File: src/rtl/core/rsdm_pkg.sv
// ----------------------------------------------------------------------------
// rsdm_pkg
// Shared types and constants of the relay switch delay meter.
// ----------------------------------------------------------------------------
package rsdm_pkg;

  localparam int unsigned TimeW  = 32;
  localparam int unsigned CountW = 31;
  localparam int unsigned AddrW  = 3;
  localparam int unsigned DataW  = 32;
  localparam int unsigned StepW  = 5;

  localparam logic [TimeW-1:0]  ToggleReset   = 32'd5000000;
  localparam logic [TimeW-1:0]  DebounceReset = 32'd20000;
  localparam logic [CountW-1:0] CountMax      = {CountW{1'b1}};
  localparam logic [StepW-1:0]  LastStep      = {StepW{1'b1}};

  // register index, taken from paddr[2]
  localparam logic RegToggle   = 1'b0;
  localparam logic RegDebounce = 1'b1;

  typedef struct packed {
    logic [TimeW-1:0] flip_interval;
    logic [TimeW-1:0] edge_holdoff;
  } cfg_t;

  typedef struct packed {
    logic              start;
    logic [TimeW-1:0]  dividend;
    logic [CountW-1:0] divisor;
  } div_req_t;

  typedef struct packed {
    logic             busy;
    logic             done;
    logic [TimeW-1:0] quotient;
  } div_rsp_t;

endpackage

File: src/rtl/core/rsdm_cfg.sv
// ----------------------------------------------------------------------------
// rsdm_cfg
// APB-style register file holding the toggle and debounce periods.
// ----------------------------------------------------------------------------
module rsdm_cfg (
  input  logic                        clk_i,
  input  logic                        rst_ni,
  input  logic                        psel,
  input  logic                        penable,
  input  logic                        pwrite,
  input  logic [rsdm_pkg::AddrW-1:0]  paddr,
  input  logic [rsdm_pkg::DataW-1:0]  pwdata,
  output logic [rsdm_pkg::DataW-1:0]  prdata,
  output logic                        pready,
  output rsdm_pkg::cfg_t              cfg_o
);

  logic [rsdm_pkg::TimeW-1:0] toggle_q, toggle_d;
  logic [rsdm_pkg::TimeW-1:0] debounce_q, debounce_d;
  logic                       wr_en;

  assign wr_en  = psel & penable & pwrite;
  assign pready = 1'b1;

  always_comb begin
    toggle_d   = toggle_q;
    debounce_d = debounce_q;
    if (wr_en) begin
      unique case (paddr[2])
        rsdm_pkg::RegToggle:   toggle_d   = pwdata;
        rsdm_pkg::RegDebounce: debounce_d = pwdata;
        default: ;
      endcase
    end
  end

  always_comb begin
    unique case (paddr[2])
      rsdm_pkg::RegToggle:   prdata = toggle_q;
      rsdm_pkg::RegDebounce: prdata = debounce_q;
      default:               prdata = '0;
    endcase
  end

  always_ff @(posedge clk_i or negedge rst_ni) begin
    if (!rst_ni) begin
      toggle_q   <= rsdm_pkg::ToggleReset;
      debounce_q <= rsdm_pkg::DebounceReset;
    end else begin
      toggle_q   <= toggle_d;
      debounce_q <= debounce_d;
    end
  end

  assign cfg_o.flip_interval = toggle_q;
  assign cfg_o.edge_holdoff  = debounce_q;

endmodule

File: src/rtl/core/rsdm_div.sv
// ----------------------------------------------------------------------------
// rsdm_div
// Restoring divider, one quotient bit per cycle.
// ----------------------------------------------------------------------------
module rsdm_div (
  input  logic               clk_i,
  input  logic               rst_ni,
  input  rsdm_pkg::div_req_t req_i,
  output rsdm_pkg::div_rsp_t rsp_o
);

  logic [rsdm_pkg::TimeW-1:0]  rem_q, rem_d;
  logic [rsdm_pkg::TimeW-1:0]  quo_q, quo_d;
  logic [rsdm_pkg::CountW-1:0] dvs_q, dvs_d;
  logic [rsdm_pkg::StepW-1:0]  step_q, step_d;
  logic                        busy_q, busy_d;
  logic                        done_q, done_d;
  logic [rsdm_pkg::TimeW-1:0]  trial;
  logic                        fits;

  assign trial = {rem_q[rsdm_pkg::TimeW-2:0], quo_q[rsdm_pkg::TimeW-1]};
  assign fits  = trial >= {1'b0, dvs_q};

  always_comb begin
    rem_d  = rem_q;
    quo_d  = quo_q;
    dvs_d  = dvs_q;
    step_d = step_q;
    busy_d = busy_q;
    done_d = 1'b0;
    if (req_i.start) begin
      rem_d  = '0;
      quo_d  = req_i.dividend;
      dvs_d  = req_i.divisor;
      step_d = '0;
      busy_d = 1'b1;
    end else if (busy_q) begin
      rem_d  = fits ? (trial - {1'b0, dvs_q}) : trial;
      quo_d  = {quo_q[rsdm_pkg::TimeW-2:0], fits};
      step_d = step_q + 1'b1;
      if (step_q == rsdm_pkg::LastStep) begin
        busy_d = 1'b0;
        done_d = 1'b1;
      end
    end
  end

  always_ff @(posedge clk_i or negedge rst_ni) begin
    if (!rst_ni) begin
      busy_q <= 1'b0;
      done_q <= 1'b0;
      step_q <= '0;
    end else begin
      busy_q <= busy_d;
      done_q <= done_d;
      step_q <= step_d;
    end
  end

  always_ff @(posedge clk_i) begin
    rem_q <= rem_d;
    quo_q <= quo_d;
    dvs_q <= dvs_d;
  end

  assign rsp_o.busy     = busy_q;
  assign rsp_o.done     = done_q;
  assign rsp_o.quotient = quo_q;

`ifndef SYNTHESIS
  a_done_not_busy: assert property (@(posedge clk_i) disable iff (!rst_ni)
    done_q |-> !busy_q)
    else $error("divider done while busy");

  a_no_start_busy: assert property (@(posedge clk_i) disable iff (!rst_ni)
    req_i.start |-> !busy_q)
    else $error("divider started while busy");

  a_last_step_done: assert property (@(posedge clk_i) disable iff (!rst_ni)
    (busy_q && !req_i.start && step_q == rsdm_pkg::LastStep) |=> done_q)
    else $error("divider missed done");
`endif

endmodule

File: src/rtl/core/relay_switch_delay_meter_core.sv
// ----------------------------------------------------------------------------
// relay_switch_delay_meter_core
// Measures relay switch delays from microsecond ticks and drives the relay.
//
// One input transfer is one microsecond tick carrying edge_seen_i, set when
// the readback line changed during the tick. Every tick yields exactly one
// output transfer: the drive level after the tick and, when a readback edge
// passed the debounce check, a report with edge time, toggle time, delay,
// saturating per-direction count and average delay. Without a report the
// report fields read zero.
// A tick passes through the edge, delay and toggle states to the final state;
// with a report it also passes the sum state and waits in the divide state
// while the bit-serial divider computes the average. The block takes no new
// tick until the current one has been loaded into the output register, which
// holds the result while out_ready_i is low; a tick may be accepted meanwhile,
// and its result waits in the final state. Reset restarts the time counter at
// zero with the drive high, clears the per-direction counts and sums and loads
// the default periods (5000000 and 20000 us). The user must write the periods
// over the APB port only while the block is idle; the block itself does not
// enforce this.
// ----------------------------------------------------------------------------
module relay_switch_delay_meter_core (
  input  logic                        clk_i,
  input  logic                        rst_ni,
  input  logic                        psel,
  input  logic                        penable,
  input  logic                        pwrite,
  input  logic [rsdm_pkg::AddrW-1:0]  paddr,
  input  logic [rsdm_pkg::DataW-1:0]  pwdata,
  output logic [rsdm_pkg::DataW-1:0]  prdata,
  output logic                        pready,
  input  logic                        in_valid_i,
  output logic                        in_ready_o,
  input  logic                        edge_seen_i,
  output logic                        out_valid_o,
  input  logic                        out_ready_i,
  output logic                        drive_level_o,
  output logic                        report_valid_o,
  output logic                        report_to_high_o,
  output logic [rsdm_pkg::TimeW-1:0]  edge_time_o,
  output logic [rsdm_pkg::TimeW-1:0]  toggle_time_o,
  output logic [rsdm_pkg::TimeW-1:0]  switch_delay_o,
  output logic [rsdm_pkg::CountW-1:0] event_count_o,
  output logic [rsdm_pkg::TimeW-1:0]  average_delay_o
);

  localparam logic [2:0] StIdle  = 3'd0;
  localparam logic [2:0] StEdge  = 3'd1;
  localparam logic [2:0] StDelay = 3'd2;
  localparam logic [2:0] StSum   = 3'd3;
  localparam logic [2:0] StTog   = 3'd4;
  localparam logic [2:0] StDiv   = 3'd5;
  localparam logic [2:0] StFin   = 3'd6;

  rsdm_pkg::cfg_t     cfg;
  rsdm_pkg::div_req_t div_req;
  rsdm_pkg::div_rsp_t div_rsp;

  logic [2:0] st_q, st_d;

  // long-lived state
  logic [rsdm_pkg::TimeW-1:0]  time_q, time_d;
  logic                        drive_q, drive_d;
  logic [rsdm_pkg::TimeW-1:0]  last_tog_q, last_tog_d;
  logic [rsdm_pkg::TimeW-1:0]  last_hi_q, last_hi_d;
  logic [rsdm_pkg::TimeW-1:0]  last_lo_q, last_lo_d;
  logic [rsdm_pkg::TimeW-1:0]  last_edge_q, last_edge_d;
  logic [rsdm_pkg::CountW-1:0] hi_cnt_q, hi_cnt_d;
  logic [rsdm_pkg::CountW-1:0] lo_cnt_q, lo_cnt_d;
  logic [rsdm_pkg::TimeW-1:0]  hi_sum_q, hi_sum_d;
  logic [rsdm_pkg::TimeW-1:0]  lo_sum_q, lo_sum_d;

  // current tick
  logic                        edge_q, edge_d;
  logic                        rep_q, rep_d;
  logic                        to_high_q, to_high_d;
  logic [rsdm_pkg::TimeW-1:0]  etime_q, etime_d;
  logic [rsdm_pkg::TimeW-1:0]  ttime_q, ttime_d;
  logic [rsdm_pkg::TimeW-1:0]  delay_q, delay_d;
  logic [rsdm_pkg::CountW-1:0] cnt_q, cnt_d;
  logic [rsdm_pkg::TimeW-1:0]  sum_q, sum_d;

  // output register
  logic                        out_valid_q, out_valid_d;
  logic                        o_drive_q, o_drive_d;
  logic                        o_rep_q, o_rep_d;
  logic                        o_to_high_q, o_to_high_d;
  logic [rsdm_pkg::TimeW-1:0]  o_etime_q, o_etime_d;
  logic [rsdm_pkg::TimeW-1:0]  o_ttime_q, o_ttime_d;
  logic [rsdm_pkg::TimeW-1:0]  o_delay_q, o_delay_d;
  logic [rsdm_pkg::CountW-1:0] o_cnt_q, o_cnt_d;
  logic [rsdm_pkg::TimeW-1:0]  o_avg_q, o_avg_d;

  logic [rsdm_pkg::TimeW-1:0]  arith_diff;
  logic [rsdm_pkg::CountW-1:0] cnt_sel;
  logic [rsdm_pkg::CountW-1:0] cnt_inc;
  logic [rsdm_pkg::TimeW-1:0]  sum_new;

  rsdm_cfg u_cfg (
    .clk_i   (clk_i),
    .rst_ni  (rst_ni),
    .psel    (psel),
    .penable (penable),
    .pwrite  (pwrite),
    .paddr   (paddr),
    .pwdata  (pwdata),
    .prdata  (prdata),
    .pready  (pready),
    .cfg_o   (cfg)
  );

  rsdm_div u_div (
    .clk_i  (clk_i),
    .rst_ni (rst_ni),
    .req_i  (div_req),
    .rsp_o  (div_rsp)
  );

  assign in_ready_o = (st_q == StIdle);

  assign cnt_sel = to_high_q ? hi_cnt_q : lo_cnt_q;
  assign cnt_inc = (cnt_sel == rsdm_pkg::CountMax) ? cnt_sel : cnt_sel + 1'b1;
  assign sum_new = (to_high_q ? hi_sum_q : lo_sum_q) + delay_q;

  always_comb begin
    unique case (st_q)
      StEdge:  arith_diff = time_q - last_edge_q;
      StDelay: arith_diff = etime_q - ttime_q;
      default: arith_diff = time_q - last_tog_q;
    endcase
  end

  always_comb begin
    st_d        = st_q;
    time_d      = time_q;
    drive_d     = drive_q;
    last_tog_d  = last_tog_q;
    last_hi_d   = last_hi_q;
    last_lo_d   = last_lo_q;
    last_edge_d = last_edge_q;
    hi_cnt_d    = hi_cnt_q;
    lo_cnt_d    = lo_cnt_q;
    hi_sum_d    = hi_sum_q;
    lo_sum_d    = lo_sum_q;
    edge_d      = edge_q;
    rep_d       = rep_q;
    to_high_d   = to_high_q;
    etime_d     = etime_q;
    ttime_d     = ttime_q;
    delay_d     = delay_q;
    cnt_d       = cnt_q;
    sum_d       = sum_q;
    out_valid_d = out_valid_q && !out_ready_i;
    o_drive_d   = o_drive_q;
    o_rep_d     = o_rep_q;
    o_to_high_d = o_to_high_q;
    o_etime_d   = o_etime_q;
    o_ttime_d   = o_ttime_q;
    o_delay_d   = o_delay_q;
    o_cnt_d     = o_cnt_q;
    o_avg_d     = o_avg_q;
    div_req.start    = 1'b0;
    div_req.dividend = sum_q;
    div_req.divisor  = cnt_q;

    unique case (st_q)
      StIdle: begin
        if (in_valid_i) begin
          edge_d = edge_seen_i;
          st_d   = StEdge;
        end
      end
      StEdge: begin
        rep_d     = edge_q && (arith_diff > cfg.edge_holdoff);
        to_high_d = drive_q;
        etime_d   = time_q;
        ttime_d   = drive_q ? last_hi_q : last_lo_q;
        if (rep_d) begin
          last_edge_d = time_q;
        end
        st_d = StDelay;
      end
      StDelay: begin
        delay_d = arith_diff;
        st_d    = rep_q ? StSum : StTog;
      end
      StSum: begin
        cnt_d = cnt_inc;
        sum_d = sum_new;
        if (to_high_q) begin
          hi_cnt_d = cnt_inc;
          hi_sum_d = sum_new;
        end else begin
          lo_cnt_d = cnt_inc;
          lo_sum_d = sum_new;
        end
        st_d = StTog;
      end
      StTog: begin
        if (arith_diff > cfg.flip_interval) begin
          drive_d    = !drive_q;
          last_tog_d = time_q;
          if (!drive_q) begin
            last_hi_d = time_q;
          end else begin
            last_lo_d = time_q;
          end
        end
        time_d = time_q + 1'b1;
        if (rep_q) begin
          div_req.start = 1'b1;
          st_d          = StDiv;
        end else begin
          st_d = StFin;
        end
      end
      StDiv: begin
        if (div_rsp.done) begin
          st_d = StFin;
        end
      end
      StFin: begin
        if (!out_valid_q || out_ready_i) begin
          out_valid_d = 1'b1;
          o_drive_d   = drive_q;
          o_rep_d     = rep_q;
          o_to_high_d = rep_q & to_high_q;
          o_etime_d   = rep_q ? etime_q : '0;
          o_ttime_d   = rep_q ? ttime_q : '0;
          o_delay_d   = rep_q ? delay_q : '0;
          o_cnt_d     = rep_q ? cnt_q : '0;
          o_avg_d     = rep_q ? div_rsp.quotient : '0;
          st_d        = StIdle;
        end
      end
      default: st_d = StIdle;
    endcase
  end

  always_ff @(posedge clk_i or negedge rst_ni) begin
    if (!rst_ni) begin
      st_q        <= StIdle;
      time_q      <= '0;
      drive_q     <= 1'b1;
      last_tog_q  <= '0;
      last_hi_q   <= '0;
      last_lo_q   <= '0;
      last_edge_q <= '0;
      hi_cnt_q    <= '0;
      lo_cnt_q    <= '0;
      hi_sum_q    <= '0;
      lo_sum_q    <= '0;
      out_valid_q <= 1'b0;
    end else begin
      st_q        <= st_d;
      time_q      <= time_d;
      drive_q     <= drive_d;
      last_tog_q  <= last_tog_d;
      last_hi_q   <= last_hi_d;
      last_lo_q   <= last_lo_d;
      last_edge_q <= last_edge_d;
      hi_cnt_q    <= hi_cnt_d;
      lo_cnt_q    <= lo_cnt_d;
      hi_sum_q    <= hi_sum_d;
      lo_sum_q    <= lo_sum_d;
      out_valid_q <= out_valid_d;
    end
  end

  always_ff @(posedge clk_i) begin
    edge_q      <= edge_d;
    rep_q       <= rep_d;
    to_high_q   <= to_high_d;
    etime_q     <= etime_d;
    ttime_q     <= ttime_d;
    delay_q     <= delay_d;
    cnt_q       <= cnt_d;
    sum_q       <= sum_d;
    o_drive_q   <= o_drive_d;
    o_rep_q     <= o_rep_d;
    o_to_high_q <= o_to_high_d;
    o_etime_q   <= o_etime_d;
    o_ttime_q   <= o_ttime_d;
    o_delay_q   <= o_delay_d;
    o_cnt_q     <= o_cnt_d;
    o_avg_q     <= o_avg_d;
  end

  assign out_valid_o      = out_valid_q;
  assign drive_level_o    = o_drive_q;
  assign report_valid_o   = o_rep_q;
  assign report_to_high_o = o_to_high_q;
  assign edge_time_o      = o_etime_q;
  assign toggle_time_o    = o_ttime_q;
  assign switch_delay_o   = o_delay_q;
  assign event_count_o    = o_cnt_q;
  assign average_delay_o  = o_avg_q;

`ifndef SYNTHESIS
  a_report_count: assert property (@(posedge clk_i) disable iff (!rst_ni)
    (out_valid_q && o_rep_q) |-> (o_cnt_q != '0))
    else $error("report with zero count");

  a_report_delay: assert property (@(posedge clk_i) disable iff (!rst_ni)
    (out_valid_q && o_rep_q) |-> (o_delay_q == o_etime_q - o_ttime_q))
    else $error("switch delay mismatch");

  a_no_report_zero: assert property (@(posedge clk_i) disable iff (!rst_ni)
    (out_valid_q && !o_rep_q) |-> (o_cnt_q == '0 && o_avg_q == '0 && !o_to_high_q))
    else $error("report fields not cleared");

  a_div_only_in_div: assert property (@(posedge clk_i) disable iff (!rst_ni)
    div_rsp.busy |-> (st_q == StDiv))
    else $error("divider busy outside divide state");
`endif

endmodule
File: config.mk
export PLATFORM = sky130hd
export DESIGN_NAME = relay_switch_delay_meter_core
export DESIGN_NICKNAME = d
export VERILOG_FILES = /design/src/rtl/core/rsdm_pkg.sv /design/src/rtl/core/rsdm_cfg.sv /design/src/rtl/core/rsdm_div.sv /design/src/rtl/core/relay_switch_delay_meter_core.sv
export SDC_FILE = /design/constraint.sdc
export NUM_CORES = 1
export LEC_CHECK = 0
export ABC_AREA = 0
export BUFFER_PORTS_ARGS = -buffer_cell sky130_fd_sc_hd__buf_2
export CORE_MARGIN = 2
export CORE_UTILIZATION = 50
export DETAILED_ROUTE_END_ITERATION = 6
export GPL_ROUTABILITY_DRIVEN = 0
export PLACE_DENSITY_LB_ADDON = 0.3
export SETUP_SLACK_MARGIN = 0.5
export SYNTH_ARGS = -nofsm -noshare
export SYNTH_HDL_FRONTEND = slang
export SYNTH_SLANG_ARGS = --single-unit
export TNS_END_PERCENT = 100
File: constraint.sdc
create_clock -name clk_i -period 14.2 [get_ports clk_i]
set_input_delay 0.71 -clock clk_i [delete_from_list [all_inputs] [get_ports clk_i]]
set_output_delay 0.71 -clock clk_i [all_outputs]
set_load 0.01 [all_outputs]
==> results.py <==
metrics = {
    "status": {
        "outcome": "completed",
    },
    "floorplanning": {
        "initial_core_util_pct": 50.5,
        "rows": 102,
        "die_h_um": 284,
        "die-area_um2": 80600,
        "dieWidth_um": 284,
        "ios": 240,
        "core_area_um2": 77500,
    },
    "clock_network": {
        "clk_pin_slew_worst_paths_ns": 0.06,
        "cts_hold_buf": 0,
        "htree_levels": 3,
        "cts.sinks": 780,
        "postCtsSetupBuffers": 0,
        "clockRootBuffer": "clkbuf_16",
        "cts_resized": 0,
        "cts_buffer_depth": 3,
        "worstSkewPairLatency_ns": 0.64,
        "cts_inserted_buffers": 83,
        "cts_tree": "done",
    },
    "cells_and_area": {
        "drive_above_1_share_pct": 19.3,
        "area_delta_synth_final_pct": 13.2,
        "instances_no_fill": 4765,
        "fillers": 6506,
        "multi_input_area_um2": 16500,
        "final_util_pct": 57.2,
        "final_area_um2": 44300,
        "layout_common_cells": "edfxtp_1 (387), nand2_1 (352), dfrtp_1 (348), mux2_2 (266), buf_2 (235)",
        "regArea_um2": 21300,
        "final_nets": 3890,
        "final_common_cell": "edfxtp_1",
    },
    "sta": {
        "rsz0062_at_grt": "no",
        "setup_viol": 0,
        "maxSlewViolCount": 0,
        "max_freq_mhz": 117,
        "relSlewSlack_pct": 31.3,
        "final.setup_skew_ns": 0.0275,
        "fin_ws_ns": 5.63,
        "finalSetupTns_ns": 0,
        "period_minus_slack_ns": 8.57,
        "fin_crit_sh_pct": 60.4,
        "hold_violations": 0,
        "worstMarginPinSlew_ns": 1.02,
    },
    "power": {
        "ir_drop_mv": 0.114,
        "p_leak_nw": 19.8,
        "pwr_density_cell_nw_per_um2": 235,
    },
    "setup_path": {
        "required_ns": 14.72,
        "cp_max_fo": 51,
        "crit_type": "reg -> reg",
        "startpoint_type": "register",
        "cp.arrival_ns": 9.09,
        "cp-end-kind": "register",
    },
    "routing": {
        "first_pass_iters": 6,
        "drt_iter0_drc": 2119,
        "routed_wirelength_um": 91300,
        "drcViolationCount": 0,
        "vias_per_cell": 5.49,
        "final_antenna_net_count": 0,
        "vias": 26100,
        "post_drt_wl_per_cell_um": 19.2,
    },
    "grt": {
        "grt_use_total_pct": 22.6,
        "grt_first_pass_wirelength_um": 144000,
        "antenna_found_initial": 5,
        "grt_pass1_vias": 25800,
        "overflow": 0,
        "grt_max_degree": 140,
    },
    "synthesis": {
        "syn_area_per_cell_um2": 11.4,
        "ys.flop_type": "edfxtp_1",
        "ys_warn_count": 0,
        "netlist_area_um2": 39200,
        "synth_edf_count": 387,
        "synth.distinct_cells": 85,
        "ys_seq_area_share_pct": 54.4,
        "async_flop_share_pct": 46.4,
        "syn_inst": 3439,
        "ys_ff_latch": 780,
        "syn-num-nets": 3678,
    },
    "placement": {
        "dp_slack_ns": 5.62,
        "port_buffers": 236,
        "dpl.hpwl_um": 64300,
        "placed_area_um2": 41400,
        "placedCellCount": 4606,
    },
    "worst_hold_path": {
        "hp-class": "in -> async",
    },
    "job": {
        "drv_cap": 0,
    },
}
[worst max-delay path: stages (launching register included)]
cell and delay (ns):
dfrtp_1 0.49, inv_1 0.15, nor3_2 0.17, buf_4 0.65, buf_4 0.75, mux2i_1 0.40
ha_1 0.29, nor2b_1 0.12, o21ai_0 0.19, a21oi_1 0.16, a41oi_1 0.44, o211a_1 0.25
o21ai_0 0.14, a21o_1 0.21, a21oi_1 0.16, xor2_1 0.08, o21ai_0 0.61, ha_1 0.24
nand4_1 0.12, nor3_1 0.47, o21ai_0 0.21, o211ai_1 0.22, a221oi_1 0.20, a21oi_4 0.17
nor2b_2 0.64, buf_4 0.49, mux2_2 0.39
[per-stage QoR]
stage / total power [mW] / hold WS (ns)
finish: 10.4 / 0.0397
global route: 11.1 / 0.123
CTS: 10.4 / 0.0904
detailed placement: 8.09 / 0.432
global placement: 8.00 / 0.423
floorplan: 6.82 / 0.414
[final cells by class]
type,instances,share of cell area (%)
Sequential cell,780,48.1
Clock buffer,98,5.12
Clock inverter,57,1.52
Multi-Input combinational cell,2305,37.3
Tap cell,1040,2.94
Inverter,213,1.80
Timing Repair Buffer,268,3.26
Antenna cell,4,0.0226
[cell usage after synthesis, drive strengths merged (96+ instances only)]
cell    count  area (um^2)
clkbuf    104          390
nand2     355         1340
mux2      266         3000
o21ai     221         1110
edfxtp    387        11600
nor2      163          617
inv       212          796
dfrtp     348         8710
a21oi     165          830
and2      146          913
xnor2     127         1110
ha        192         2400
a21o       96          721
[path summary, 6_finish.rpt]
check / end / slack [ns] / from / depth (start not counted)
setup reg to reg: last_hi_q[11] / 5.63 / st_q[0] / 26
min in group clk_i: edge_q / 0.25 / edge_seen_i / 1
setup / recovery: last_hi_q[11] / 5.63 / st_q[0] / 26
hold reg to reg: u_div.dvs_q[23] / 0.44 / cnt_q[23] / 0
hold / removal: last_hi_q[9] / 0.04 / rst_ni / 1
max in group asynchronous: hi_cnt_q[14] / 11.87 / rst_ni / 3
[per-layer routing]
| layer | track usage (%) | routed length [um] | vias up |
|---|---|---|---|
| met4 | 8.02 | 2750 | 2 |
| li1 | - | - | 12600 |
| met2 | 35.9 | 42000 | 659 |
| met5 | 0 | 13 | - |
| met3 | 3.40 | 4990 | 139 |
| met1 | 31.6 | 41500 | 12800 |
[power by group]
part / internal, mW / switching [mW] / total [mW]
sequential: 3.15 / 0.312 / 3.46
clock: 1.39 / 0.916 / 2.30
combinational: 1.87 / 2.77 / 4.64
total: 6.41 / 4.00 / 10.4
[kinds of logic (layout without fill, tap and decap cells)]
| family | after synthesis | in the layout | synth area share, % |
|---|---|---|---|
| simple gates | 910 | 910 | 11.2 |
| flops | 780 | 780 | 54.4 |
| compound gates | 647 | 647 | 10.2 |
| buf+inv | 354 | 636 | 3.50 |
| mux | 343 | 343 | 9.62 |
| xor+xnor | 208 | 208 | 4.65 |
| fa+ha+maj | 196 | 196 | 6.34 |
| other cells | 1 | 5 | 0.00958 |
(Power assumes the default switching activity.)
